### config.mk
export PLATFORM = sky130hd
export DESIGN_NAME = hrc_ram
export DESIGN_NICKNAME = d
export VERILOG_FILES = /design/src/rtl/core/hashed_result_cache_macros.svh /design/src/rtl/core/hrc_ram.sv
export SDC_FILE = /design/constraint.sdc
export NUM_CORES = 1
export LEC_CHECK = 0
export BUFFER_PORTS_ARGS = -buffer_cell sky130_fd_sc_hd__buf_2
export CAP_MARGIN = 30
export CORE_ASPECT_RATIO = 2
export CORE_UTILIZATION = 47
export DETAILED_ROUTE_END_ITERATION = 7
export PLACE_DENSITY_LB_ADDON = 0.08
export RECOVER_POWER = 100
export REMOVE_ABC_BUFFERS = 1
export SLEW_MARGIN = 30
export SYNTH_ARGS = -nofsm -noshare
export SYNTH_HDL_FRONTEND = slang
export SYNTH_SLANG_ARGS = --single-unit
### constraint.sdc
create_clock -name i_clk -period 2.55 [get_ports i_clk]
set_input_delay 0.1275 -clock i_clk [delete_from_list [all_inputs] [get_ports i_clk]]
set_output_delay 0.1275 -clock i_clk [all_outputs]
set_load 0.01 [all_outputs]
### src/rtl/core/hashed_result_cache_macros.svh
// Assertion macros for the result cache RTL.
`ifndef HASHED_RESULT_CACHE_MACROS_SVH
`define HASHED_RESULT_CACHE_MACROS_SVH

// Same-cycle implication, checked outside reset.
`define HRC_ASSERT_NOW(label, ante, cons) \
    label: assert property (@(posedge i_clk) disable iff (!i_rst_n) (ante) |-> (cons)) \
        else $error("result cache check failed");

// Next-cycle implication, checked outside reset.
`define HRC_ASSERT_NEXT(label, ante, cons) \
    label: assert property (@(posedge i_clk) disable iff (!i_rst_n) (ante) |=> (cons)) \
        else $error("result cache check failed");

`endif

### src/rtl/core/hrc_ram.sv
// Generic single-port RAM with a registered read port.
module hrc_ram #(
    parameter int WIDTH = 8,
    parameter int DEPTH = 16
) (
    input  logic                     i_clk,
    input  logic                     i_en,
    input  logic                     i_we,
    input  logic [$clog2(DEPTH)-1:0] i_addr,
    input  logic [WIDTH-1:0]         i_wdata,
    output logic [WIDTH-1:0]         o_rdata
);

    logic [WIDTH-1:0] r_mem [DEPTH];
    logic [WIDTH-1:0] r_rdata;

    always_ff @(posedge i_clk) begin
        if (i_en) begin
            if (i_we) begin
                r_mem[i_addr] <= i_wdata;
            end else begin
                r_rdata <= r_mem[i_addr];
            end
        end
    end

    assign o_rdata = r_rdata;

endmodule

=== Word-level counts from Yosys, hierarchy flattened ===
Memory sizes are Yosys's and may differ from the RTL's. A register that Yosys moved wholly into a read port is not among the register bits.
Index checks and enable logic that the tools add are counted.
Widths: inputs -> output; s select.

* Bits in registers: 0
* Memory bits (writable): 128
* Input port bits: 15
* Output and inout bits: 8
* Logic and storage cells: 6
* Memories kept: 1

* Muxes and demuxes: 3
* Bitwise logic cells: 1
* Reduce and logical (&&, ||, !) cells: 1

{| class="wikitable"
|+ Memory list
! name !! depth !! bits a word !! read ports !! clocked after Yosys merged registers in !! wr ports !! RTL line !! RTL
|-
| r_mem || 16 || 8 || 1 || 1 || 1 || hrc_ram.sv:14 || <nowiki>logic [WIDTH-1:0] r_mem [DEPTH];</nowiki>
|}

{| class="wikitable"
|+ Operators with widths
! cell !! count
|-
| $mux 1 || 3
|-
| $reduce_and 2->1 || 1
|-
| $not 1->1 || 1
|}

=== Depth between registers and ports, before layout ===
* Word-level depth: 3
* Mapped depth: 5
* Depth with buffers taken out: 3

=== Least setup slack after synthesis ===
Ideal clock, no wire load.

* Kind: in2reg
* From: input port i_addr[0]
* To: memory r_mem[0][0] (enable)
* Library setup time: 0.383 ns
* Arrival time: 1.466 ns
* Required time: 2.167 ns
* Path slack: 0.700 ns
* Stages: 4
* Buffers on the path: 2
* Path through: buf_6 -> buf_2 -> or3_1 -> nor3_1

{| class="wikitable"
|+ RTL lines
! what !! RTL line !! RTL
|-
| from (decl) || hrc_ram.sv:9 || <nowiki>input logic [$clog2(DEPTH)-1:0] i_addr,</nowiki>
|-
| to (decl) || hrc_ram.sv:14 ||
|}

Straight into the memory's write port.

==> impl_metrics.ini <==
[outcome]
status = completed

[critical_path]
r2r-start = r_mem[1][1]$_DFFE_PP_
rrSetupSlack_ns = 1.02
worstPathRequired_ns = 2.70
timing.rr.end = o_rdata[1]$_DFFE_PP_
max_stage_delay_ns = 0.64
worstSetupPathType = primary input to flop
endpoint_kind = flop
critPathBufInv = 2
worstPathMaxFanout = 18
start_kind = primary input
worst_path_max_delay_cell = mux4_1
cp_top_family = buffers and inverters
arrival_ns = 2.12
reg2reg_depth = 3
crit_chain = buf_2 > clkbuf_2 > mux4_1 > a22oi_1 > nand2_1

[clock_tree]
numCtsBuffers = 17
clock_sinks = 136
h-tree-depth = 4
postCtsSetupBuffers = 0
cts_root_buf = clkbuf_16
clkTransAtPathRegs_ns = 0.06
clk_path_buf_depth = 2
cts_hold_buffers = 0
cts_tree = built
cts-resized-gates = 0
clk_latency_ns = 0.42

[floorplan]
die_y_um = 151.3
rows = 54
die_area_sq_um = 11600
die_width_um = 76.65
coreArea_sq_um = 10880
io_pins = 23
start_util = 0.4815

[worst_hold_path]
hold_path_class = primary input to flop
worstHoldStart = i_wdata[3]
hold_depth = 1
min_to = r_mem[1][3]$_DFFE_PP_

[synth]
synthFlopType = edfxtp_1
avgSynthCellArea_sq_um = 22.38
async_flop_share = 0
yosysWarnings = 0
syn_inst = 234
ys_ff_latch = 136
synth_edf_count = 136
synthDistinctLibCells = 18
syn_area_sq_um = 5238
ys_seq_area_frac = 0.7797

[placed_design]
placed_cells = 405
placed_cell_area_sq_um = 5622
place.port_buffers = 22
dp_hpwl_mm = 6.796
gp_congestion = 0.7646

[finish]
finalInstanceArea_sq_um = 6093
drive_above_1_share = 0.1886
antenna-diode-count = 0
nets = 299
fin_util = 0.5602
finalNonFillerCells = 437
area_delta_synth_final_pct = 16.34

[drt]
wl_per_cell_um = 23.02
post-route-drc-count = 0
first_pass_iters = 4
vias_per_cell = 5.682
wl_mm = 10.06
ant_nets = 0
drt-initial-drc-count = 131
vias = 2483

[sta]
relSlewSlack = 0.4735
holdWs_ns = 0.2149
max_freq_mhz = 508.6
slew_viol_final = 0
fin_skew_ns = 0.01297
period_share = 0.7711
worst_slew_pin_slew_ns = 0.7881
layout_min_cycle_time_ns = 1.966
setup_viol = 0
final-hold-violation-count = 0
grt_setup_unrepaired = false
timing.setup.tns_ns = 0

[grt]
grt_pass1_wl_mm = 15.19
grt-ovfl-total = 0
grt_max_degree = 33
top_usage_layer = met2
grt_antenna_before_repair = 0
grtUsageTotal = 0.1916
grt_use_met1 = 0.2051
use_met3 = 0.04639
grt.met2_usage = 0.3505
grt_pass1_vias = 2651

[power_and_ir_drop]
ir_drop_mv = 0.5406
powerDensity_nw_per_um2 = 826.7
leakage_uw = 0.001959

[flow_run]
maxCapViolations = 0
==> metal layers <==
layer	vias to the layer above	routed length, um	part of all wire
met3	12	434	0.043
met5	-	0	0
met1	1297	3671	0.36
met2	75	5742	0.57
met4	0	209	0.021
li1	1099	-	-
==> cells by family (layout without fill, tap and decap cells) <==
family | count (synthesis) | count (layout) | share of synthesized area
buf+inv | 13 | 76 | 0.01505
compound gates | 16 | 16 | 0.02293
simple gates | 37 | 37 | 0.03321
mux | 32 | 32 | 0.1491
flops | 136 | 136 | 0.7797
==> sequential cells by signal, indices dropped and copies added (netlist names) <==
name	count
o_rdata	8
r_mem	128
==> worst register-to-register path, delay by kind of cell (launching register included) <==
family | cells | cell delay [ns]
mux | 1 | 0.56
flops | 1 | 0.36
compound gates | 1 | 0.24
simple gates | 1 | 0.11
==> synth_stat cells (2+ instances only) <==
master,instances,share of area
buf_1,2,0.0014
nor2_1,13,0.0093
nand2_1,10,0.0072
a22oi_1,16,0.023
clkbuf_1,5,0.0036
buf_6,2,0.0043
nand2b_1,2,0.0024
nor3_1,4,0.0038
mux4_1,16,0.080
mux4_2,16,0.069
nor2b_1,3,0.0036
edfxtp_1,136,0.78
buf_2,3,0.0029
nand4b_1,2,0.0033
==> area by class of cell <==
type                    count  area (sq um)
fillers                   870          4785
flip-flops and latches    136          4084
multi-input cells          85          1075
clock buffers              17         425.4
repair buffers             44         180.2
well taps                 140         175.2
clock inverters            15         153.9
==> layout by cell type, fill, tap and decap left out, drive strengths merged, types with 3 or more instances in the layout <==
cell / n
buf: 7
clkbuf: 54
clkinvlp: 4
mux4: 32
a22oi: 16
edfxtp: 136
nor2b: 3
nor3: 4
clkinv: 7
nand2: 10
nor2: 13
==> stage by stage <==
stage,setup slack [ns],power (uW)
6_report,0.5838,5037
5_1_grt,0.4409,5188
4_1_cts,0.9332,5092
3_5_place_dp,0.4909,2757
3_3_place_gp,0.4920,2752
2_1_floorplan,1.009,2640
==> worst max path at each step <==
stage	from	end	slack, ns	depth (start not counted)
after floorplan	i_addr[1]	r_mem[0][0]$_DFFE_PP_	1.01	2
after global placement	i_addr[0]	o_rdata[2]$_DFFE_PP_	0.49	5
after detailed placement	i_addr[0]	o_rdata[5]$_DFFE_PP_	0.49	5
after CTS	i_addr[0]	o_rdata[5]$_DFFE_PP_	0.93	5
after global routing	i_addr[0]	o_rdata[2]$_DFFE_PP_	0.44	5
final	i_addr[0]	o_rdata[2]$_DFFE_PP_	0.58	5
==> power breakdown <==
group          internal, uW  switching, uW  total (uW)  leakage (uW)
clock                  1440            903        2340      0.000275
combinational          74.4            120         194      0.000453
sequential             2500           6.73        2500       0.00123
total                  4010           1030        5040       0.00196
(Power assumes the default switching activity.)
