**src/rtl/core/hashed_result_cache_macros.svh**
```systemverilog
// Assertion macros for the result cache RTL.
`ifndef HASHED_RESULT_CACHE_MACROS_SVH
`define HASHED_RESULT_CACHE_MACROS_SVH

// Same-cycle implication, checked outside reset.
`define HRC_ASSERT_NOW(label, ante, cons) \
    label: assert property (@(posedge i_clk) disable iff (!i_rst_n) (ante) |-> (cons)) \
        else $error("result cache check failed");

// Next-cycle implication, checked outside reset.
`define HRC_ASSERT_NEXT(label, ante, cons) \
    label: assert property (@(posedge i_clk) disable iff (!i_rst_n) (ante) |=> (cons)) \
        else $error("result cache check failed");

`endif

```
**src/rtl/core/hrc_pkg.sv**
```systemverilog
// Types, constants and the slot mixing function of the result cache.
package hrc_pkg;

    localparam int ENTRIES_DEFAULT = 4096;
    localparam int KEY_W           = 64;
    localparam int TAG_W           = 16;
    localparam int VALUE_W         = 16;

    localparam logic [1:0] CMD_PROBE = 2'd0;
    localparam logic [1:0] CMD_STORE = 2'd1;
    localparam logic [1:0] CMD_CLEAR = 2'd2;

    typedef struct packed {
        logic [1:0]                cmd;
        logic [KEY_W-1:0]          lookup_key;
        logic [TAG_W-1:0]          tag_word;
        logic signed [VALUE_W-1:0] store_value;
    } t_in_word;

    typedef struct packed {
        logic                      hit;
        logic signed [VALUE_W-1:0] found_value;
    } t_out_word;

    typedef struct packed {
        logic                      vld;
        logic [KEY_W-1:0]          key;
        logic [TAG_W-1:0]          tag;
        logic signed [VALUE_W-1:0] value;
    } t_slot_word;

    localparam int SLOT_WORD_W = $bits(t_slot_word);

    function automatic logic [KEY_W-1:0] mix(input logic [KEY_W-1:0] key,
                                             input logic [TAG_W-1:0] tag);
        logic [KEY_W-1:0] wide_tag;
        wide_tag = {{(KEY_W-TAG_W){1'b0}}, tag};
        return key ^ (key >> 17) ^ (key << 13) ^ (wide_tag << 1);
    endfunction

endpackage

```
**src/rtl/core/hrc_slot.sv**
```systemverilog
// Slot index unit: mixes key and tag and reduces the mix modulo the entry count.
module hrc_slot #(
    parameter int ENTRIES = hrc_pkg::ENTRIES_DEFAULT
) (
    input  logic                       i_clk,
    input  logic                       i_rst_n,
    input  logic                       i_valid,
    output logic                       o_stall,
    input  hrc_pkg::t_in_word          i_word,
    output logic                       o_valid,
    input  logic                       i_stall,
    output hrc_pkg::t_in_word          o_word,
    output logic [$clog2(ENTRIES)-1:0] o_slot
);

    localparam int SLOT_W  = $clog2(ENTRIES);
    localparam int CHUNK_W = 8;

    logic [hrc_pkg::KEY_W-1:0] mix_val;

    // Weight of one byte of the mix, reduced modulo the entry count.
    function automatic logic [SLOT_W-1:0] chunk_weight(input int idx);
        longint w;
        w = 1;
        for (int k = 0; k < idx; k++) begin
            w = (w << CHUNK_W) % ENTRIES;
        end
        return SLOT_W'(w);
    endfunction

    assign mix_val = hrc_pkg::mix(i_word.lookup_key, i_word.tag_word);

    if ((ENTRIES & (ENTRIES - 1)) == 0) begin : g_pow2
        assign o_valid = i_valid;
        assign o_stall = i_stall;
        assign o_word  = i_word;
        assign o_slot  = mix_val[SLOT_W-1:0];
    end else begin : g_fold
        localparam int     CHUNKS = hrc_pkg::KEY_W / CHUNK_W;
        localparam int     SUM_W  = SLOT_W + CHUNK_W + $clog2(CHUNKS);
        localparam int     RCP_W  = SUM_W - SLOT_W + 1;
        localparam longint RCP    = (longint'(1) << SUM_W) / ENTRIES;

        logic [2:0]                r_stage;
        logic                      r_done;
        logic [hrc_pkg::KEY_W-1:0] r_m;
        logic [SUM_W-1:0]          r_sum;
        logic [RCP_W-1:0]          r_q;
        logic [SLOT_W-1:0]         r_rem;
        hrc_pkg::t_in_word         r_word;
        logic                      busy;
        logic                      accept;
        logic [SUM_W-1:0]          fold_sum;
        logic [SUM_W+RCP_W-1:0]    quot_prod;
        logic [SUM_W-1:0]          rem_wide;
        logic [SUM_W-1:0]          rem_fix;

        always_comb begin
            fold_sum = '0;
            for (int i = 0; i < CHUNKS; i++) begin
                fold_sum = fold_sum + SUM_W'(r_m[i*CHUNK_W +: CHUNK_W])
                                      * SUM_W'(chunk_weight(i));
            end
        end

        assign quot_prod = (SUM_W+RCP_W)'(r_sum) * (SUM_W+RCP_W)'(RCP);
        assign rem_wide  = r_sum - SUM_W'(r_q) * SUM_W'(ENTRIES);
        assign rem_fix   = (rem_wide >= SUM_W'(ENTRIES)) ? rem_wide - SUM_W'(ENTRIES)
                                                         : rem_wide;

        assign busy   = |r_stage;
        assign accept = i_valid && !busy && !r_done;

        always_ff @(posedge i_clk) begin
            if (!i_rst_n) begin
                r_stage <= '0;
                r_done  <= 1'b0;
            end else begin
                r_stage <= {r_stage[1:0], accept};
                if (accept) begin
                    r_word <= i_word;
                    r_m    <= mix_val;
                end
                if (r_stage[0]) begin
                    r_sum <= fold_sum;
                end
                if (r_stage[1]) begin
                    r_q <= quot_prod[SUM_W +: RCP_W];
                end
                if (r_stage[2]) begin
                    r_rem  <= rem_fix[SLOT_W-1:0];
                    r_done <= 1'b1;
                end else if (r_done && !i_stall) begin
                    r_done <= 1'b0;
                end
            end
        end

        assign o_valid = r_done;
        assign o_stall = busy | r_done;
        assign o_word  = r_word;
        assign o_slot  = r_rem;
    end

endmodule

```
**config.mk**
```make
export PLATFORM = sky130hd
export DESIGN_NAME = hrc_slot
export DESIGN_NICKNAME = d
export VERILOG_FILES = /design/src/rtl/core/hashed_result_cache_macros.svh /design/src/rtl/core/hrc_pkg.sv /design/src/rtl/core/hrc_slot.sv
export SDC_FILE = /design/constraint.sdc
export NUM_CORES = 1
export LEC_CHECK = 0
export BUFFER_PORTS_ARGS = -buffer_cell sky130_fd_sc_hd__buf_4
export CAP_MARGIN = 20
export CORE_AREA = 2 2 82 84
export DETAILED_ROUTE_END_ITERATION = 8
export DIE_AREA = 0 0 84 86
export GPL_TIMING_DRIVEN = 1
export PLACE_DENSITY = 0.69
export SETUP_SLACK_MARGIN = 0.1
export SKIP_LAST_GASP = 1
export SYNTH_ARGS = -nofsm -noshare
export SYNTH_HDL_FRONTEND = slang
export SYNTH_SLANG_ARGS = --single-unit
```
**constraint.sdc**
```tcl
create_clock -name vclk -period 0.8
set_input_delay 0 -clock vclk [all_inputs]
set_output_delay 0 -clock vclk [all_outputs]
set_load 0.01 [all_outputs]
```
After elaboration in Yosys (flattened, before gate mapping)

Index checks and enable logic that the tools add are counted.

Bitwise logic cells: 3

Operators by type and width:

| kind                                         | number |
|---|---|
| XOR 12 bit                                   | 2 |
| XOR 12 x 1 -> 12 bit (second input constant) | 1 |

Input port bits: 102
Output and inout port bits: 112
Register bits: 0
Logic and storage cells: 3

Depth between registers and ports, before layout

Gate-level depths: netlist of the first run.

Word-level depth: 3
Mapped depth: 1
Depth with buffers taken out: 1

Worst setup path after synthesis of the first run

No wires, ideal clock.

Path kind: input port to output port
Start point: input port i_word[25] (netlist bit)
End point: output port o_slot[10]
Data required time: 0.800 ns
Data arrival time: 0.423 ns
Slack: 0.377 ns
Path buffers: 0
Cell stages on the path: 1
Cells stage by stage: xor3_1

Word-level cells in the longest chain between the ends: 1

RTL lines:

| what            | line           | RTL |
|---|---|---|
| start, declared | hrc_slot.sv:9  | `input hrc_pkg::t_in_word i_word,` |
| XOR 12 bit      | hrc_pkg.sv:38  | `return key ^ (key >> 17) ^ (key << 13) ^ (wide_tag << 1);` |
| end, declared   | hrc_slot.sv:13 | `output logic [$clog2(ENTRIES)-1:0] o_slot` |

No other way between the ends.

Worst setup path after layout of the first run

Start point: input port i_word[51] (netlist bit)
End point: output port o_slot[2]

Word-level cells in the longest chain between the ends: 3

RTL lines:

| what                 | line |
|---|---|
| XOR 12 bit           | hrc_pkg.sv:38 |
| XOR 12 x 1 -> 12 bit | hrc_pkg.sv:38 |
| XOR 12 bit           | hrc_pkg.sv:38 |

No other way between the ends.

==> results of run 1 <==
==> routing by layer <==
metal / global-route usage [%] / share of wire, %
met1: 3.52 / 22
met2: 7.93 / 44
met3: 4.23 / 24
met4: 5.13 / 10
met5: 0 / 0
==> logic make-up (layout without fill, tap and decap cells) <==
logic type / Yosys count / after routing / synth area share (%)
buf+inv: 100 / 82 / 73.5
xor+xnor: 12 / 12 / 26.5
==> worst max-delay path, cell delays in order <==
cell	delay, ps
buf_4	90
xor3_1	390
buf_4	160
==> cell type report <==
cell class                 instances  area [um^2]
fill                             703         5300
multi-input combinational         12          270
timing repair buffer              82          616
tap                               77         96.3
==> stage by stage <==
step	hold slack, ps	util [%]	std cells
6_report	0.00447	15.6	171
4_1_cts	0.0686	15.6	171
2_1_floorplan	76.0	-	112
5_1_grt	0.0151	15.6	171
3_5_place_dp	0.0686	15.6	171
3_3_place_gp	0.0686	15.6	171
==> Yosys cell counts <==
cell type	count	area, um^2
xor3_1	11	262
buf_4	100	751
xor2_1	1	8.76
==> worst min path at each step <==
| stage | from | endpoint | slack [ps] | cells past startpoint |
|---|---|---|---|---|
| 2_1_floorplan | i_word[32] | o_slot[0] | 80 | 1 |
| 3_3_place_gp | i_word[15] | o_word[15] | 0.07 | 0 |
| 3_5_place_dp | i_word[15] | o_word[15] | 0.07 | 0 |
| 4_1_cts | i_word[15] | o_word[15] | 0.07 | 0 |
| 5_1_grt | i_word[6] | o_word[6] | 0.02 | 0 |
| 6_report | i_word[71] | o_word[71] | 0.004 | 0 |
==> power groups by stage <==
| stage | combinational (W) | sequential [W] | clock (W) |
|---|---|---|---|
| 3_3_place_gp | 0.000715 | 0 | 0 |
| 5_1_grt | 0.000759 | 0 | 0 |
| 6_report | 0.000708 | 0 | 0 |
| 2_1_floorplan | 0.000731 | 0 | 0 |
| 4_1_cts | 0.000723 | 0 | 0 |
| 3_5_place_dp | 0.000721 | 0 | 0 |
==> out/metrics.cfg, run 1 <==
[pwr]
pwr-share-comb_pct = 100.0
p_per_area_nw_per_um2 = 721
switchingPower_w = 0.000246
power_w = 0.000708
p_sw_share_pct = 34.8
max-vdd-ir-drop_v = 0.000294
pwr-share-seq_pct = 0
power_frac_clock_pct = 0
intPower_w = 0.000462
power.leakage_nw = 0.566

[layout]
layout.cells.most_common = buf_4
num-clock-buffers = 0
regArea_um2 = 0
final_nets = 198
final_cell_mix = 82 x buf_4, 11 x xor3_1, 1 x xor2_1
drive_gt1_share_pct = 87.2
finalInstanceArea_um2 = 982
nFlopsAndLatches = 0
diodes = 0
area_growth_pct = -3.80

[critical_path]
critPathLaunch = i_word[51]
cp-start-kind = input pin
path_class = in2out
crit_required_ps = 800
crit_arrival_ps = 630
crit_path_end = o_slot[2]
crit_path_end_kind = primary output
critical_path.max_fanout = 2

[floorplanning]
io-pin-count = 214
die_w_um = 84
core_um2 = 6280
num_rows = 29
die_area_um2 = 7220
die_h_um = 86
start_util_pct = 16.3

[clock_network]
cts_setup_buffers = 0
ctsResizeCount = 0
holdBufCountCts = 0

[placement]
dp_worst_setup_slack_ps = 160
io_buffers = 82
place_hpwl_mm = 2.05
gp_congestion = 0.705
place_area_um2 = 982

[routing]
drt_iter0_drc = 1
drc_errors = 0
antenna_left = 0
dr.pass1.iters = 2
wl_mm = 2.23
wl_per_cell_um = 13.0
num_vias = 557
viasPerCell = 3.26

[grt]
track_usage_pct = 5.01
grt_overflow = 0
grt_pass1_vias = 520
grt_pass1_wl_mm = 2.81
grt_start_max_net_pins = 3
antenna_found_initial = 0

[sta]
rsz0062_at_grt = no
tightest_slew_ps = 115
setup_slack_ps = 166
hold_viol = 0
final_max_slew_viol_count = 0
slew_headroom_pct = 92.3
tns_ps = 0
min_period_over_period_pct = 79.2
fmax_mhz = 1580
period_needed_ps = 634
setup_viol = 0

[yosys]
ys_types = 3
postSynthAreaPerCell_um2 = 9.12
syn_nets = 214
netlist_area_um2 = 1020
syn_inst = 112
ys_seq_area_share_pct = 0
yosysWarnings = 0

[status]
status = finished, final reports clean

[run]
cap_violations = 0

[worst_hold_path]
min_path_type = in2out

Power figures use the tool's default switching activity.
==> run 2: changes to the inputs <==
--- a/config.mk
+++ b/config.mk
@@ -5,11 +5,12 @@
 export SDC_FILE = /design/constraint.sdc
 export NUM_CORES = 1
 export LEC_CHECK = 0
+export ABC_AREA = 1
 export BUFFER_PORTS_ARGS = -buffer_cell sky130_fd_sc_hd__buf_4
 export CAP_MARGIN = 20
-export CORE_AREA = 2 2 82 84
+export CORE_AREA = 2 2 84 86
 export DETAILED_ROUTE_END_ITERATION = 8
-export DIE_AREA = 0 0 84 86
+export DIE_AREA = 0 0 86 88
 export GPL_TIMING_DRIVEN = 1
 export PLACE_DENSITY = 0.69
 export SETUP_SLACK_MARGIN = 0.1
==> run 2 against run 1 <==
  * Global-route usage is 0.40 points higher
  * Critical path depth grew 4
  * Worst setup slack better by 130 ps
  * Combinational power shrank 10%
  * Non-clock buffer count stayed put
  * Final area rose by 13%
  * Via count rose by 63%
  * Sequential share of layout area did not move
==> out/metrics.cfg, run 2 <==
[status]
status = finished, final reports clean

[placement]
gp_congestion = 0.561  ; -20%
io_buffers = 82  ; unchanged
dp_cells = 262  ; +53%
place_hpwl_mm = 2.30  ; +12%

[layout]
regArea_um2 = 0  ; unchanged
layout.cells.most_common = buf_4
drive_gt1_share_pct = 45.1  ; -42 points
diodes = 0  ; unchanged
final_nets = 286  ; +44%
nFlopsAndLatches = 0  ; unchanged
fin_util_pct = 16.7  ; +1.1 points
area_growth_pct = -3.06
final_cell_mix = 82 x buf_4, 55 x nand2_1, 33 x inv_1
num-clock-buffers = 0  ; unchanged
layoutNonFillerInstCount = 262  ; +53%

[sta]
final_max_slew_viol_count = 0  ; unchanged
setup_viol = 0  ; unchanged
min_period_over_period_pct = 62.6  ; -17 points
tns_ps = 0  ; unchanged
slew_headroom_pct = 92.5  ; +0.21 points
rsz0062_at_grt = no
period_needed_ps = 501  ; -133 ps
tightest_slew_ps = 112  ; -3.14 ps
hold_viol = 0  ; unchanged
fmax_mhz = 2000  ; +27%

[grt]
antenna_found_initial = 0  ; unchanged
grt_start_max_net_pins = 4  ; +1
grt_pass1_vias = 742  ; +43%
track_usage_pct = 5.41  ; +0.40 points
grt_pass1_wl_mm = 3.35  ; +19%
grt_overflow = 0  ; unchanged

[routing]
dr.pass1.iters = 4  ; +2
viasPerCell = 3.47  ; +6.4%
drt_iter0_drc = 16  ; +15
drc_errors = 0  ; unchanged
antenna_left = 0  ; unchanged
num_vias = 908  ; +63%
wl_per_cell_um = 9.52  ; -27%
wl_mm = 2.50  ; +12%

[floorplanning]
die_area_um2 = 7570  ; +4.8%
start_util_pct = 17.2  ; +0.97 points
core_um2 = 6640  ; +5.8%
num_rows = 30  ; +3.4%
die_w_um = 86  ; +2.4%
die_h_um = 88  ; +2.3%
io-pin-count = 214  ; unchanged

[critical_path]
path_class = in2out
critical_path.max_fanout = 3  ; +1
cp-start-kind = input pin
crit_path_end_kind = primary output
crit_arrival_ps = 500  ; -130 ps
crit_required_ps = 800  ; about the same

[yosys]
synth_most_common_cell = buf_4
synth_top_cell_area_share_pct = 65.6  ; -8.0 points
yosysWarnings = 0  ; unchanged
postSynthAreaPerCell_um2 = 5.72  ; -37%
netlist_area_um2 = 1140  ; +12%
yosys-top-cells-area = buf_4 66%, nand2_1 18%, inv_1 11%, nand3_1 4.8%, xor2_1 0.77%
syn_inst = 200  ; +79%
yosysTopAreaCell = buf_4
syn_nets = 302  ; +41%
ys_seq_area_share_pct = 0  ; unchanged
synth_common_cells = 100 x buf_4, 55 x nand2_1, 33 x inv_1
ys_types = 5  ; +2

[pwr]
p_per_area_nw_per_um2 = 573  ; -20%
max-vdd-ir-drop_v = 0.000114  ; -61%
power.leakage_nw = 0.766  ; +35%

[worst_hold_path]
min_path_type = in2out

[run]
cap_violations = 0  ; unchanged

[clock_network]
ctsResizeCount = 0  ; unchanged
holdBufCountCts = 0  ; unchanged
cts_setup_buffers = 0  ; unchanged

[run 2: cell types whose count changed after synthesis, sizes merged]
cell / delta
inv: +33
nand3: +11
nand2: +55
xor3: -11
[run 2: final timing paths]
path | from | to | slack, ps | cells after the start
max | i_word[36] | o_slot[4] | 300 | 7
min | i_word[6] | o_word[6] | 0.003 | 0
[run 2: final cells by class]
class,count,area [um^2]
tap,80,100
inverter,33,124
multi-input combinational,67,270
fill,760,5530
timing repair buffer,82,616
[run 2: power by group]
part | leakage [nW] | switching [W] | internal (W)
combinational | 0.766 | 0.000286 | 0.000350
sequential | 0 | 0 | 0
clock | 0 | 0 | 0
[run 2: critical path, stage by stage]
cell and delay [ps]:
buf_4 120, inv_1 50, nand2_1 50, nand2_1 60, nand2_1 40, nand2_1 60, buf_4 110
[run 2: cell families after synthesis]
family,synth area share [%]
XOR/XNOR,0.765
buffers and inverters,76.4
AND/OR/NAND/NOR,22.8
[run 2: per-layer routing]
metal	global-route usage (%)	wire, um	share of wire, %	up-vias
met1	4.24	625	25	363
met2	9.37	1220	49	72
met4	5.63	196	7.9	0
met3	2.73	453	18	26
li1	-	-	-	447
met5	0	0	0	-
[run 2: metrics by stage]
step	power, W	area, um^2	hold WS (ps)	worst slack (ps)
2_1_floorplan	0.000686	1140	76.0	535
3_3_place_gp	0.000630	1110	0.0686	298
3_5_place_dp	0.000645	1110	0.0686	289
4_1_cts	0.000646	1110	0.0686	287
5_1_grt	0.000703	1110	0.0150	204
6_report	0.000636	1110	0.00347	299
